$ cat src/hdl/c2aa_pkg.sv
// package: payload types, characters and the codon lookup function
`default_nettype none
package c2aa_pkg;

  localparam int unsigned QueueDepth = 2;

  typedef struct packed {
    logic [7:0] base;
    logic       last_base;
  } in_item_t;

  typedef struct packed {
    logic [6:0] residue;
    logic       last_residue;
  } out_item_t;

  // classified item handed from front to back
  typedef struct packed {
    logic       has_codon;
    logic [7:0] b1;
    logic [7:0] b2;
    logic [7:0] b3;
    logic       last;
  } codon_item_t;

  localparam logic [6:0] ResUnknown = 7'h3f; // '?'
  localparam logic [6:0] ResGap     = 7'h7e; // '~'
  localparam logic [6:0] ResAmbig   = 7'h58; // 'X'

  function automatic logic [7:0] fold_upper(input logic [7:0] c);
    if (c >= "a" && c <= "z") begin
      return c - 8'd32;
    end
    return c;
  endfunction

  function automatic logic is_gap(input logic [7:0] c);
    return c == "." || c == "-" || c == "~";
  endfunction

  function automatic logic is_iupac(input logic [7:0] c);
    case (c)
      "A", "C", "G", "T", "U", "R", "Y", "S", "W", "K", "M", "B", "D", "H", "V",
      "N": return 1'b1;
      default: return 1'b0;
    endcase
  endfunction

  function automatic logic in_four(input logic [7:0] c);
    case (c)
      "A", "B", "C", "D", "G", "H", "K", "M", "N", "R", "S", "T", "V", "W",
      "Y": return 1'b1;
      default: return 1'b0;
    endcase
  endfunction

  function automatic logic in_pyr(input logic [7:0] c);
    return c == "C" || c == "T" || c == "Y";
  endfunction

  function automatic logic in_pur(input logic [7:0] c);
    return c == "A" || c == "G" || c == "R";
  endfunction

  // table lookup, zero when the codon is absent
  function automatic logic [7:0] lookup(input logic [7:0] a, input logic [7:0] b,
                                        input logic [7:0] c);
    logic [7:0] four;
    logic [7:0] pyr;
    logic [7:0] pur;
    four = 8'd0;
    pyr  = 8'd0;
    pur  = 8'd0;
    if (a == b && b == c && is_gap(a)) return a;
    if (a == "T" && b == "R" && c == "A") return "*";
    if (a == "T" && b == "G" && c == "A") return "*";
    if (a == "T" && b == "G" && c == "G") return "W";
    if (a == "A" && b == "T") begin
      if (c == "G") return "M";
      case (c)
        "A", "C", "H", "M", "T", "W", "Y": return "I";
        default: return 8'd0;
      endcase
    end
    case ({a, b})
      "GC": four = "A";
      "GG": four = "G";
      "CT": four = "L";
      "CC": four = "P";
      "CG": four = "R";
      "TC": four = "S";
      "AC": four = "T";
      "GT": four = "V";
      "TG": pyr = "C";
      "GA": begin pyr = "D"; pur = "E"; end
      "TT": begin pyr = "F"; pur = "L"; end
      "CA": begin pyr = "H"; pur = "Q"; end
      "AA": begin pyr = "N"; pur = "K"; end
      "AG": begin pyr = "S"; pur = "R"; end
      "TA": begin pyr = "Y"; pur = "*"; end
      "YT": pur = "L";
      "MG": pur = "R";
      default: ;
    endcase
    if (four != 8'd0 && in_four(c)) return four;
    if (pyr != 8'd0 && in_pyr(c)) return pyr;
    if (pur != 8'd0 && in_pur(c)) return pur;
    return 8'd0;
  endfunction

  function automatic logic [6:0] translate(input logic [7:0] a, input logic [7:0] b,
                                           input logic [7:0] c);
    logic [7:0] r;
    r = lookup(a, b, c);
    if (r != 8'd0) return r[6:0];
    if (is_gap(a) || is_gap(b) || is_gap(c)) return ResGap;
    if (!is_iupac(a) || !is_iupac(b) || !is_iupac(c)) return ResUnknown;
    return ResAmbig;
  endfunction

endpackage
`default_nettype wire

$ cat src/hdl/codon_to_amino_acid.sv
// top level of the codon to amino acid translator
// Takes one ASCII base per cycle and gives one residue for every third base,
// plus '?' when the sequence ends inside a codon. Throughput is one base per
// cycle while in_stall is low; an accepted base passes the front's combinational
// classification, a two-entry queue and the registered lookup output.
`default_nettype none
module codon_to_amino_acid #(
  parameter int unsigned QUEUE_DEPTH = c2aa_pkg::QueueDepth
) (
  input  wire                  clk,
  input  wire                  rst_n,
  input  wire                  in_valid,
  input  c2aa_pkg::in_item_t   in_data,
  output logic                 in_stall,
  output logic                 out_valid,
  output c2aa_pkg::out_item_t  out_data,
  input  wire                  out_stall
);
  import c2aa_pkg::*;

  logic f_valid, f_stall, b_valid, b_stall;
  codon_item_t f_data, b_data;

  c2aa_front u_front (.clk, .rst_n, .in_valid, .in_data, .in_stall,
    .q_valid(f_valid), .q_data(f_data), .q_stall(f_stall));

  c2aa_queue #(.DEPTH(QUEUE_DEPTH)) u_queue (.clk, .rst_n,
    .wr_valid(f_valid), .wr_data(f_data), .wr_stall(f_stall),
    .rd_valid(b_valid), .rd_data(b_data), .rd_stall(b_stall));

  c2aa_back u_back (.clk, .rst_n, .q_valid(b_valid), .q_data(b_data),
    .q_stall(b_stall), .out_valid, .out_data, .out_stall);
endmodule
`default_nettype wire

$ cat src/hdl/c2aa_front.sv
// front end: case folding and codon assembly
`default_nettype none
module c2aa_front (
  input  wire                    clk,
  input  wire                    rst_n,
  input  wire                    in_valid,
  input  c2aa_pkg::in_item_t     in_data,
  output logic                   in_stall,
  output logic                   q_valid,
  output c2aa_pkg::codon_item_t  q_data,
  input  wire                    q_stall
);
  import c2aa_pkg::*;

  logic [7:0] first_r, first_nxt;
  logic [7:0] second_r, second_nxt;
  logic [1:0] phase_r, phase_nxt;
  logic [7:0] c;
  logic       acc;

  assign in_stall = q_stall;
  assign acc = in_valid && !q_stall;
  assign c = fold_upper(in_data.base);

  // phase tracking and classification
  always_comb begin
    first_nxt  = first_r;
    second_nxt = second_r;
    phase_nxt  = phase_r;
    q_valid    = 1'b0;
    q_data     = '{has_codon: 1'b0, b1: first_r, b2: second_r, b3: c,
                   last: in_data.last_base};
    if (acc) begin
      if (phase_r == 2'd2) begin
        q_valid          = 1'b1;
        q_data.has_codon = 1'b1;
        phase_nxt        = 2'd0;
      end else begin
        if (phase_r == 2'd0) first_nxt = c;
        else second_nxt = c;
        if (in_data.last_base) begin
          q_valid   = 1'b1;
          phase_nxt = 2'd0;
        end else begin
          phase_nxt = phase_r + 2'd1;
        end
      end
    end
  end

  always_ff @(posedge clk) begin
    if (!rst_n) begin
      phase_r  <= 2'd0;
      first_r  <= 8'd0;
      second_r <= 8'd0;
    end else begin
      phase_r  <= phase_nxt;
      first_r  <= first_nxt;
      second_r <= second_nxt;
    end
  end
endmodule
`default_nettype wire

$ cat src/hdl/c2aa_queue.sv
// short queue between front and back
`default_nettype none
module c2aa_queue #(
  parameter int unsigned DEPTH = c2aa_pkg::QueueDepth
) (
  input  wire                    clk,
  input  wire                    rst_n,
  input  wire                    wr_valid,
  input  c2aa_pkg::codon_item_t  wr_data,
  output logic                   wr_stall,
  output logic                   rd_valid,
  output c2aa_pkg::codon_item_t  rd_data,
  input  wire                    rd_stall
);
  import c2aa_pkg::*;
  localparam int unsigned AW = (DEPTH > 1) ? $clog2(DEPTH) : 1;

  codon_item_t mem_r [DEPTH];
  logic [AW-1:0] wp_r, rp_r;
  logic [AW:0]   cnt_r;
  logic wr, rd;

  assign wr_stall = (cnt_r == (AW+1)'(DEPTH));
  assign rd_valid = (cnt_r != '0);
  assign rd_data  = mem_r[rp_r];
  assign wr = wr_valid && !wr_stall;
  assign rd = rd_valid && !rd_stall;

  // storage write
  always_ff @(posedge clk) begin
    if (wr) mem_r[wp_r] <= wr_data;
  end

  // pointers and fill count
  always_ff @(posedge clk) begin
    if (!rst_n) begin
      wp_r  <= '0;
      rp_r  <= '0;
      cnt_r <= '0;
    end else begin
      if (wr) wp_r <= (wp_r == AW'(DEPTH-1)) ? '0 : wp_r + 1'b1;
      if (rd) rp_r <= (rp_r == AW'(DEPTH-1)) ? '0 : rp_r + 1'b1;
      cnt_r <= cnt_r + (AW+1)'(wr) - (AW+1)'(rd);
    end
  end
endmodule
`default_nettype wire

$ cat src/hdl/c2aa_back.sv
// back end: codon translation into a registered result
`default_nettype none
module c2aa_back (
  input  wire                    clk,
  input  wire                    rst_n,
  input  wire                    q_valid,
  input  c2aa_pkg::codon_item_t  q_data,
  output logic                   q_stall,
  output logic                   out_valid,
  output c2aa_pkg::out_item_t    out_data,
  input  wire                    out_stall
);
  import c2aa_pkg::*;

  logic      valid_r;
  out_item_t data_r;
  logic      load;

  assign q_stall = valid_r && out_stall;
  assign load = q_valid && !q_stall;
  assign out_valid = valid_r;
  assign out_data = data_r;

  // output register
  always_ff @(posedge clk) begin
    if (!rst_n) begin
      valid_r <= 1'b0;
    end else if (!q_stall) begin
      valid_r <= q_valid;
    end
  end

  always_ff @(posedge clk) begin
    if (load) begin
      data_r.residue <= q_data.has_codon ?
                        translate(q_data.b1, q_data.b2, q_data.b3) : ResUnknown;
      data_r.last_residue <= q_data.last;
    end
  end
endmodule
`default_nettype wire

$ cat config.mk
export PLATFORM = sky130hd
export DESIGN_NAME = codon_to_amino_acid
export DESIGN_NICKNAME = d
export VERILOG_FILES = /design/src/hdl/c2aa_pkg.sv /design/src/hdl/codon_to_amino_acid.sv /design/src/hdl/c2aa_front.sv /design/src/hdl/c2aa_queue.sv /design/src/hdl/c2aa_back.sv
export SDC_FILE = /design/constraint.sdc
export NUM_CORES = 1
export LEC_CHECK = 0
export BUFFER_PORTS_ARGS = -buffer_cell sky130_fd_sc_hd__buf_4
export CORE_MARGIN = 2
export CORE_UTILIZATION = 60
export DETAILED_ROUTE_END_ITERATION = 8
export PLACE_DENSITY = 0.77
export SLEW_MARGIN = 20
export SYNTH_ARGS = -nofsm -noshare
export SYNTH_HDL_FRONTEND = slang
export SYNTH_SLANG_ARGS = --single-unit
export TNS_END_PERCENT = 30
$ cat constraint.sdc
create_clock -name clk -period 4.3 [get_ports clk]
set_input_delay 0.215 -clock clk [delete_from_list [all_inputs] [get_ports clk]]
set_output_delay 0.215 -clock clk [all_outputs]
set_load 0.05 [all_outputs]
==> flow_summary.yaml, run 1 <==
finish:
  final_area_mm2: 0.00553
  area_growth_pct: 7.16
  nets: 554
  mostFrequentLayoutCells: "edfxtp_1 (60), nand2_1 (55), nor2_1 (26), buf_4 (26), dfxtp_1 (23)"
  layout_commonest_cell: "edfxtp_1"
  fill_cells: 664
  antenna_cells: 0
  drive_gt1_share_pct: 11.9
setup_path:
  slowest_stage: "mux2i_1"
  worstPathCellList: "mux2i_1 > o21ai_1 > or3_1 > nor2_1 > a21boi_1 > a2111oi_2 > and3_4 > or4_1"
  rrSetupSlack_ps: 540
  worstPathMaxFanout: 31
  start_kind: "register"
  cp.required_ps: 4410
  crit_path_max_incr_delay_ps: 740
  r2r_cells: 8
  critPathKind: "register to register"
  crit_family: "simple AND/OR/NAND/NOR gates"
  cp.buffers_inverters: 0
  r2r-end: "u_back.out_data[4]"
  critPathArrivalTime_ps: 3870
  endpoint_kind: "register"
die:
  die_w_um: 96.7
  core_area_mm2: 0.00826
  die_y_um: 96.7
  dieArea_mm2: 0.00935
  rows: 33
  ios: 23
  initial_core_util_pct: 62.5
timing:
  grt_setup_unrepaired: "no"
  whs_ps: 60.8
  tightest_slew_ps: 1050
  max_freq_ghz: 0.266
  report.final.slew_viol_count: 0
  min_period_over_period_pct: 87.5
  finClkSkew_ps: 13.2
  finalSetupViolations: 0
  finalSetupTns_ps: 0
  relSlewSlack_pct: 29.6
  finalHoldViolations: 0
  period_needed_ps: 3760
logic_synthesis:
  synthFlopType: "edfxtp_1"
  ys_types: 73
  ys_seq_area_share_pct: 44.3
  avgSynthCellArea_um2: 9.79
  synth_top_area_share_pct: 34.9
  syn_nets: 546
  yosysWarnings: 0
  synth_edf_count: 60
  async_reset_ff_share_pct: 0
  syn_area_mm2: 0.00516
  synth_largest_area_cell: "edfxtp_1"
  synth-seq-cells: 84
  postSynthCellCount: 527
  synth.area.top_cells: "edfxtp_1 (35%), dfxtp_1 (9.3%), nand2_1 (4.0%)"
pwr:
  vdd_drop_max_uv: 272
  leakage_uw: 0.00183
  power_density_mw_per_mm2: 402
routing:
  via_count: 4218
  drc_errors: 0
  wl_mm: 12.8
  drtPass1Iterations: 6
  first_iter_violations: 323
  avgViaCountPerCell: 6.54
  wl_per_cell_um: 19.9
  ant_nets: 0
grt:
  grt_pass1_wl_mm: 20.7
  antenna_found_initial: 0
  grt_max_degree: 39
  grtUsageTotal_pct: 27.9
  grt.overflow.total: 0
  first_global_vias: 4073
run_status:
  status: "finished, final reports clean"
clock_network:
  clock_sinks: 84
  ctsResizeCount: 0
  numCtsBuffers: 9
  hold_buffers: 0
  cts_tree: "done"
  clock_latency_ps: 360
  cts_buffer_depth: 2
  postCtsSetupBuffers: 0
  clockRootBuffer: "clkbuf_8"
  h-tree-depth: 3
  clk_pin_slew_ps: 90
place:
  port_buffers: 22
  dp_hpwl_mm: 9.56
  place_congestion: 0.961
  placed_area_mm2: 0.00535
flow_run:
  drv_cap: 0
worst_hold_path:
  holdPathStages: 1
  hp-start: "in_data[0]"
  worstHoldEndpoint: "u_queue.mem_r[0][0]"
  holdCritPathClass: "primary input to register"
[flip-flops by register name, indices dropped and copies added, names as in the netlist, named ones only]
register and count:
u_queue.wp_r 1, u_front.first_r 8, u_queue.mem_r 52, u_front.phase_r 2
u_queue.cnt_r 2, u_queue.rp_r 1, u_back.out_data 8, u_back.out_valid 1
u_front.second_r 8
[worst reg2reg max path, stage by stage, from the launching register on]
cell and delay (ps):
dfxtp_2 690, mux2i_1 750, o21ai_1 240, or3_1 560, nor2_1 180, a21boi_1 290
a2111oi_2 120, and3_4 180, or4_1 510
[cells by family after synthesis]
kind of cell / synth area share (%)
xor+xnor: 5.43
buf+inv: 4.05
fa+ha+maj: 1.46
flops: 44.3
compound gates: 17.8
simple gates: 23.0
mux: 3.98
[routing by layer]
| metal | global-route usage, % | up-vias | wire [um] |
|---|---|---|---|
| li1 | - | 2005 | - |
| met1 | 37.8 | 2023 | 5520 |
| met2 | 45.0 | 160 | 6150 |
| met3 | 3.76 | 30 | 809 |
| met4 | 12.6 | 0 | 345 |
| met5 | 0 | - | 0 |
[synthesized netlist by cell type (3+ instances only)]
master and count:
mux2_2 4, nor3b_1 6, ha_1 6, nand2_1 55, or3b_1 4, o22ai_1 9
a31oi_1 5, nand2b_1 5, nor4_1 8, or3_1 5, and2_1 11, dfxtp_1 24
nor2b_1 7, xor2_1 15, o21ai_0 17, inv_1 18, nand3_1 19, a21oi_1 23
and3b_1 4, and3_1 5, or4_1 9, o2111ai_1 5, xnor2_1 17, or3b_2 3
a21o_1 3, mux2i_1 16, o32ai_1 3, clkbuf_1 17, o32a_1 5, a22o_1 4
o21ai_1 3, o21a_1 5, edfxtp_1 60, a21boi_0 19, nor3_1 15, nand3b_1 10
buf_2 8, nor2_1 26, nand4b_1 3, buf_6 3
[stage by stage]
step           setup WS, ps  cells  utilization [%]  total power, uW
3_3_place_gp            694    629             64.8             1690
4_1_cts                 616    645             66.9             2220
3_5_place_dp            611    629             64.8             1720
6_report                536    645             66.9             2220
5_1_grt                 304    645             66.9             2330
2_1_floorplan          1140    527                -             1570
[final cells by class]
cell class,count,area (um2),area share (%)
Timing Repair Buffer,26,195,3.53
Inverter,18,67.6,1.22
Clock inverter,6,45.0,0.815
Multi-Input combinational cell,396,2680,48.4
Tap cell,105,131,2.38
Sequential cell,84,2280,41.3
Clock buffer,10,128,2.31
[how the worst max path moves through the flow]
| stage | startpoint | endpoint | slack, ps | depth (start not counted) |
|---|---|---|---|---|
| finish | register | u_back.out_data[4] | 540 | 8 |
| global route | register | u_back.out_data[4] | 300 | 8 |
| CTS | register | u_back.out_data[4] | 620 | 8 |
| detailed placement | register | u_back.out_data[4] | 610 | 8 |
| global placement | register | u_back.out_data[4] | 690 | 8 |
| floorplan | register | u_back.out_data[4] | 1140 | 11 |
[where the power goes]
part           total, uW  switching [uW]  leakage (uW)  internal (uW)
registers           1060            96.5      0.000752            959
logic                661             406      0.000987            255
clock network        507             292     0.0000876            214
total               2220             794       0.00183           1430
No activity file was read; power rests on OpenSTA's default activity.
==> run 2, diff against run 1 <==
--- a/config.mk
+++ b/config.mk
@@ -7,9 +7,10 @@
 export LEC_CHECK = 0
 export BUFFER_PORTS_ARGS = -buffer_cell sky130_fd_sc_hd__buf_4
 export CORE_MARGIN = 2
-export CORE_UTILIZATION = 60
+export CORE_UTILIZATION = 56
+export CTS_CLUSTER_SIZE = 20
 export DETAILED_ROUTE_END_ITERATION = 8
-export PLACE_DENSITY = 0.77
+export PLACE_DENSITY = 0.75
 export SLEW_MARGIN = 20
 export SYNTH_ARGS = -nofsm -noshare
 export SYNTH_HDL_FRONTEND = slang
==> constraint.sdc (replaced) <==
create_clock -name clk -period 3.1 [get_ports clk]
set_input_delay 0.155 -clock clk [delete_from_list [all_inputs] [get_ports clk]]
set_output_delay 0.155 -clock clk [all_outputs]
set_load 0.005 [all_outputs]
==> run 2 against run 1 <==
  * The run now ends with negative setup slack left
  * Final area increased by 17%
  * Clock skew decreased by 3.5 ps
  * Global-route usage increased by 1.7 points
  * Largest power group unchanged
  * Combinational power increased by 74%
  * Worst setup slack got worse by 560 ps
  * Critical path type unchanged
  * Highest routed layer unchanged
  * Clock-buffer cell count increased by 2
==> flow_summary.yaml, run 2 (synthesis gave the netlist of run 1 again) <==
pwr:
  vdd_drop_max_uv: 403
  leakage_uw: 0.00239
  swShare_pct: 32.9
  pwr-share-comb_pct: 34.0
  p_int_uw: 2280
  power.share.clock_pct: 24.1
  switchingPower_uw: 1120
  total_power_uw: 3400
  seqPwrFrac_pct: 41.9
  power_density_mw_per_mm2: 524
place:
  place_congestion: 0.895
  port_buffers: 22
  dp_slack_ps: -83.8
  dp_hpwl_mm: 11.0
setup_path:
  r2r-end: "u_back.out_data[4]"
  critPathArrivalTime_ps: 3220
  cp.required_ps: 3210
  critPathKind: "register to register"
  worstPathCellList: "buf_6 > or3b_4 > a22o_4 > or4_4 > a21oi_2 > o32a_1 > a2111oi_4 > and3_4 > or4_1"
  rrSetupSlack_ps: -20
  worstPathMaxFanout: 7
  endpoint_kind: "register"
  crit_path_max_incr_delay_ps: 570
  r2r_cells: 9
  start_kind: "register"
  slowest_stage: "or4_4"
grt:
  grt_pass1_wl_mm: 22.9
  first_global_vias: 4448
  grtUsageTotal_pct: 29.6
  antenna_found_initial: 0
  grt_max_degree: 33
  grt.overflow.total: 0
timing:
  fin_ws_ps: -18.7
  min_period_over_period_pct: 101
  max_freq_ghz: 0.321
  finalHoldViolations: 0
  grt_setup_unrepaired: "yes"
  finClkSkew_ps: 9.76
  period_needed_ps: 3120
  relSlewSlack_pct: 57.5
  finalSetupViolations: 1
  report.final.slew_viol_count: 0
  tightest_slew_ps: 636
finish:
  largest-register: "u_queue.mem_r"
  drive_gt1_share_pct: 28.1
  fill_cells: 685
  layout_commonest_cell: "buf_4"
  largest_reg_flops: 52
  nets: 655
  antenna_cells: 0
  area_growth_pct: 25.7
  mostFrequentLayoutCells: "buf_4 (122), edfxtp_1 (60), nand2_1 (54)"
die:
  initial_core_util_pct: 56.9
  dieArea_mm2: 0.00999
  ios: 23
  die_w_um: 100
  die_y_um: 100
  core_area_mm2: 0.00906
  rows: 35
worst_hold_path:
  holdCritPathClass: "primary input to register"
  holdPathStages: 1
  worstHoldEndpoint: "u_queue.mem_r[0][2]"
  hp-start: "in_data[2]"
clock_network:
  numCtsBuffers: 9
  h-tree-depth: 3
  clock_sinks: 84
  clock_latency_ps: 360
  cts_buffer_depth: 2
  cts_tree: "done"
  clockRootBuffer: "clkbuf_8"
  clk_pin_slew_ps: 90
routing:
  avgViaCountPerCell: 6.16
  wl_mm: 14.5
  drc_errors: 0
  first_iter_violations: 244
  via_count: 4629
  wl_per_cell_um: 19.3
  ant_nets: 0
  drtPass1Iterations: 5
run_status:
  violations: "negative setup slack"
  status: "finished with violations"
flow_run:
  drv_cap: 0
==> run 2: cell count changes in the layout (fill, tap and decap cells not counted), moves of 2 or more <==
cell,before,now
or4_4,1,5
buf_12,0,2
buf_4,26,122
clkbuf_16,0,2
or4_1,9,6
==> run 2: final cells by class <==
| type | instances | area [um2] | area share (%) |
|---|---|---|---|
| multi-input combinational | 397 | 2800 | 43.1 |
| sequential | 84 | 2290 | 35.2 |
| timing repair buffer | 126 | 977 | 15.1 |
| clock buffer | 12 | 188 | 2.89 |
| tap | 111 | 139 | 2.14 |
| inverter | 18 | 67.6 | 1.04 |
| clock inverter | 4 | 32.5 | 0.502 |
==> run 2: power groups by stage <==
stage                     sequential, uW  clock, uW  combinational, uW
after floorplan                     1410          0                704
after global placement              1440          0               1030
after detailed placement            1450          0               1070
after CTS                           1430        839               1080
after global routing                1440        862               1270
final                               1420        820               1150
==> run 2: worst max path at each step <==
stage / from / to / slack, ps / cells past startpoint
floorplan: register / u_back.out_data[4] / 0.2 / 11
global placement: register / u_back.out_data[4] / -20 / 10
detailed placement: register / u_back.out_data[4] / -80 / 9
CTS: register / u_back.out_data[4] / -7 / 12
global route: register / u_back.out_data[4] / -100 / 9
finish: register / u_back.out_data[4] / -20 / 9
==> run 2: routing by layer <==
metal | routed length [um] | up-vias | GRT usage (%)
met5 | 0 | - | 0
met3 | 783 | 38 | 4.46
met1 | 6150 | 2220 | 38.8
li1 | - | 2200 | -
met2 | 7150 | 171 | 49.9
met4 | 426 | 0 | 11.6
==> run 2: metrics by stage <==
step	cell area, um2	setup TNS (ps)	hold WS, ps	util (%)	instances
2_1_floorplan	5170	0	254	-	527
3_3_place_gp	6100	-22.0	362	67.3	730
3_5_place_dp	6100	-83.8	362	67.3	730
4_1_cts	6350	-7.15	26.3	70.1	747
5_1_grt	6480	-103	35.8	71.5	752
6_report	6480	-18.7	46.9	71.5	752
==> run 2: timing repair <==
action | in CTS | in global routing
resized for setup | 4 | 22
setup endpoints to repair | 1 | 7
pin swaps | 1 | 11
buffers inserted | 0 | 4
hold buffers | 1 | 0
cloned | 0 | 1
hold endpoints to repair | 2 | 0
==> run 2: worst max-delay path, delay by kind of cell, from the launching register on <==
family / cells / cell delay [ps]
flops: 1 / 410
simple gates: 4 / 1610
compound gates: 4 / 720
buf+inv: 1 / 130
==> run 3, diff against run 2 <==
--- a/config.mk
+++ b/config.mk
@@ -11,6 +11,7 @@
 export CTS_CLUSTER_SIZE = 20
 export DETAILED_ROUTE_END_ITERATION = 8
 export PLACE_DENSITY = 0.75
+export RECOVER_POWER = 100
 export SLEW_MARGIN = 20
 export SYNTH_ARGS = -nofsm -noshare
 export SYNTH_HDL_FRONTEND = slang
==> run 3 against run 2 <==
  * Largest power group unchanged
  * The flow still finishes with violations (negative setup slack)
  * Sequential power about the same
  * Die area unchanged
  * Flip-flop and latch count unchanged
  * Total power decreased by 0.34%
  * Sequential share of layout area increased by 0.14 points
  * Combinational power about the same
  * Clock power about the same
  * Utilization decreased by 0.29 points
  * Cell count unchanged
  * Critical path depth unchanged
  * Global-route usage unchanged
  * Register-to-register slack about the same
==> flow_summary.yaml, run 3 (synthesis gave the netlist of run 1 again) <==
routing:
  ant_nets: 0
  avgViaCountPerCell: 6.22
  via_count: 4678
  wl_per_cell_um: 19.4
  drc_errors: 0
  first_iter_violations: 269
  wl_mm: 14.6
  drtPass1Iterations: 7
run_status:
  violations: "negative setup slack"
  status: "finished with violations"
finish:
  largest-register: "u_queue.mem_r"
  fin_util_pct: 71.2
  mostFrequentLayoutCells: "buf_4 (105), edfxtp_1 (60), nand2_1 (54)"
  layout_commonest_cell: "buf_4"
  nets: 655
  area_growth_pct: 25.2
  fill_cells: 695
  fin_cells: 752
  drive_gt1_share_pct: 27.0
  antenna_cells: 0
  largest_reg_flops: 52
die:
  rows: 35
  die_w_um: 100
  core_area_mm2: 0.00906
  dieArea_mm2: 0.00999
  ios: 23
  die_y_um: 100
  initial_core_util_pct: 56.9
pwr:
  power_density_mw_per_mm2: 524
  leakage_uw: 0.00236
  vdd_drop_max_uv: 403
clock_network:
  clk_pin_slew_ps: 90
  clock_latency_ps: 360
  cts_buffer_depth: 2
  clockRootBuffer: "clkbuf_8"
  clock_sinks: 84
  numCtsBuffers: 9
  h-tree-depth: 3
  cts_tree: "done"
flow_run:
  drv_cap: 0
place:
  dp_hpwl_mm: 11.0
  dp_slack_ps: -83.8
  port_buffers: 22
  place_congestion: 0.895
  placed_cells: 730
grt:
  antenna_found_initial: 0
  grtUsageTotal_pct: 29.6
  grt_pass1_wl_mm: 22.9
  first_global_vias: 4448
  grt_max_degree: 33
  grt.overflow.total: 0
timing:
  fin_ws_ps: -18.6
  grt_setup_unrepaired: "yes"
  relSlewSlack_pct: 57.5
  finClkSkew_ps: 8.81
  finalHoldViolations: 0
  report.final.slew_viol_count: 0
  finalSetupTns_ps: -18.6
  period_needed_ps: 3120
  max_freq_ghz: 0.321
  min_period_over_period_pct: 101
  finalSetupViolations: 1
  tightest_slew_ps: 636
  whs_ps: 80.3
setup_path:
  start_kind: "register"
  r2r_cells: 9
  worstPathMaxFanout: 7
  critPathKind: "register to register"
  endpoint_kind: "register"
  cp.required_ps: 3200
  critPathArrivalTime_ps: 3220
worst_hold_path:
  holdCritPathClass: "primary input to register"
  holdPathStages: 3
## run 3: cell count changes in the layout (fill, tap and decap cells not counted), sizes merged
cell    previous run  this run
buf              125       108
clkbuf            12        29
## run 3: what timing repair did
action,CTS,global route
gates cloned,0,1
setup endpoints to repair,1,7
gates resized for setup,4,22
setup buffers,0,4
endpoints found under the hold margin,2,0
pin swaps,1,11
hold buffers,1,0
## run 3: routing by layer
| metal | global-route usage, % | vias up | share of wire (%) |
|---|---|---|---|
| met5 | 0 | - | 0 |
| met4 | 11.6 | 0 | 3.1 |
| met3 | 4.46 | 40 | 5.2 |
| met2 | 49.9 | 176 | 49 |
| met1 | 38.8 | 2262 | 43 |
| li1 | - | 2200 | - |
## run 3: area by class of cell
type | instances | area [um2] | area share (%)
clock inverter | 4 | 32.5 | 0.504
inverter | 18 | 67.6 | 1.05
clock buffer | 12 | 188 | 2.91
multi-input combinational | 397 | 2800 | 43.3
tap | 111 | 139 | 2.15
sequential | 84 | 2290 | 35.4
timing repair buffer | 126 | 951 | 14.7
## run 3: final timing paths
path,start,to,slack (ps)
setup / recovery,register,u_back.out_data[4],-20
hold / removal,out_stall,u_back.out_valid,80
setup reg to reg,register,u_back.out_data[4],-20
hold reg to reg,u_front.second_r[4],u_queue.mem_r[1][13],460
## run 3: power breakdown
group          internal [uW]  switching, uW  leakage (uW)  total (uW)
sequential              1330           93.3      0.000752        1420
clock                    418            400      0.000114         819
combinational            521            623       0.00149        1140
total                   2270           1120       0.00236        3390
## run 3: worst max-delay path, cell delays in order, from the launching register on
cell and delay (ps):
dfxtp_4 410, buf_6 130, or3b_4 400, a22o_4 280
or4_4 570, a31oi_1 170, o21a_1 210, a2111oi_4 50
and3_4 190, or4_1 450
## run 3: per-stage QoR
step | power [uW] | area [um2]
global placement | 2470 | 6100
global route | 3560 | 6460
finish | 3390 | 6460
detailed placement | 2520 | 6100
CTS | 3350 | 6350
floorplan | 2110 | 5170
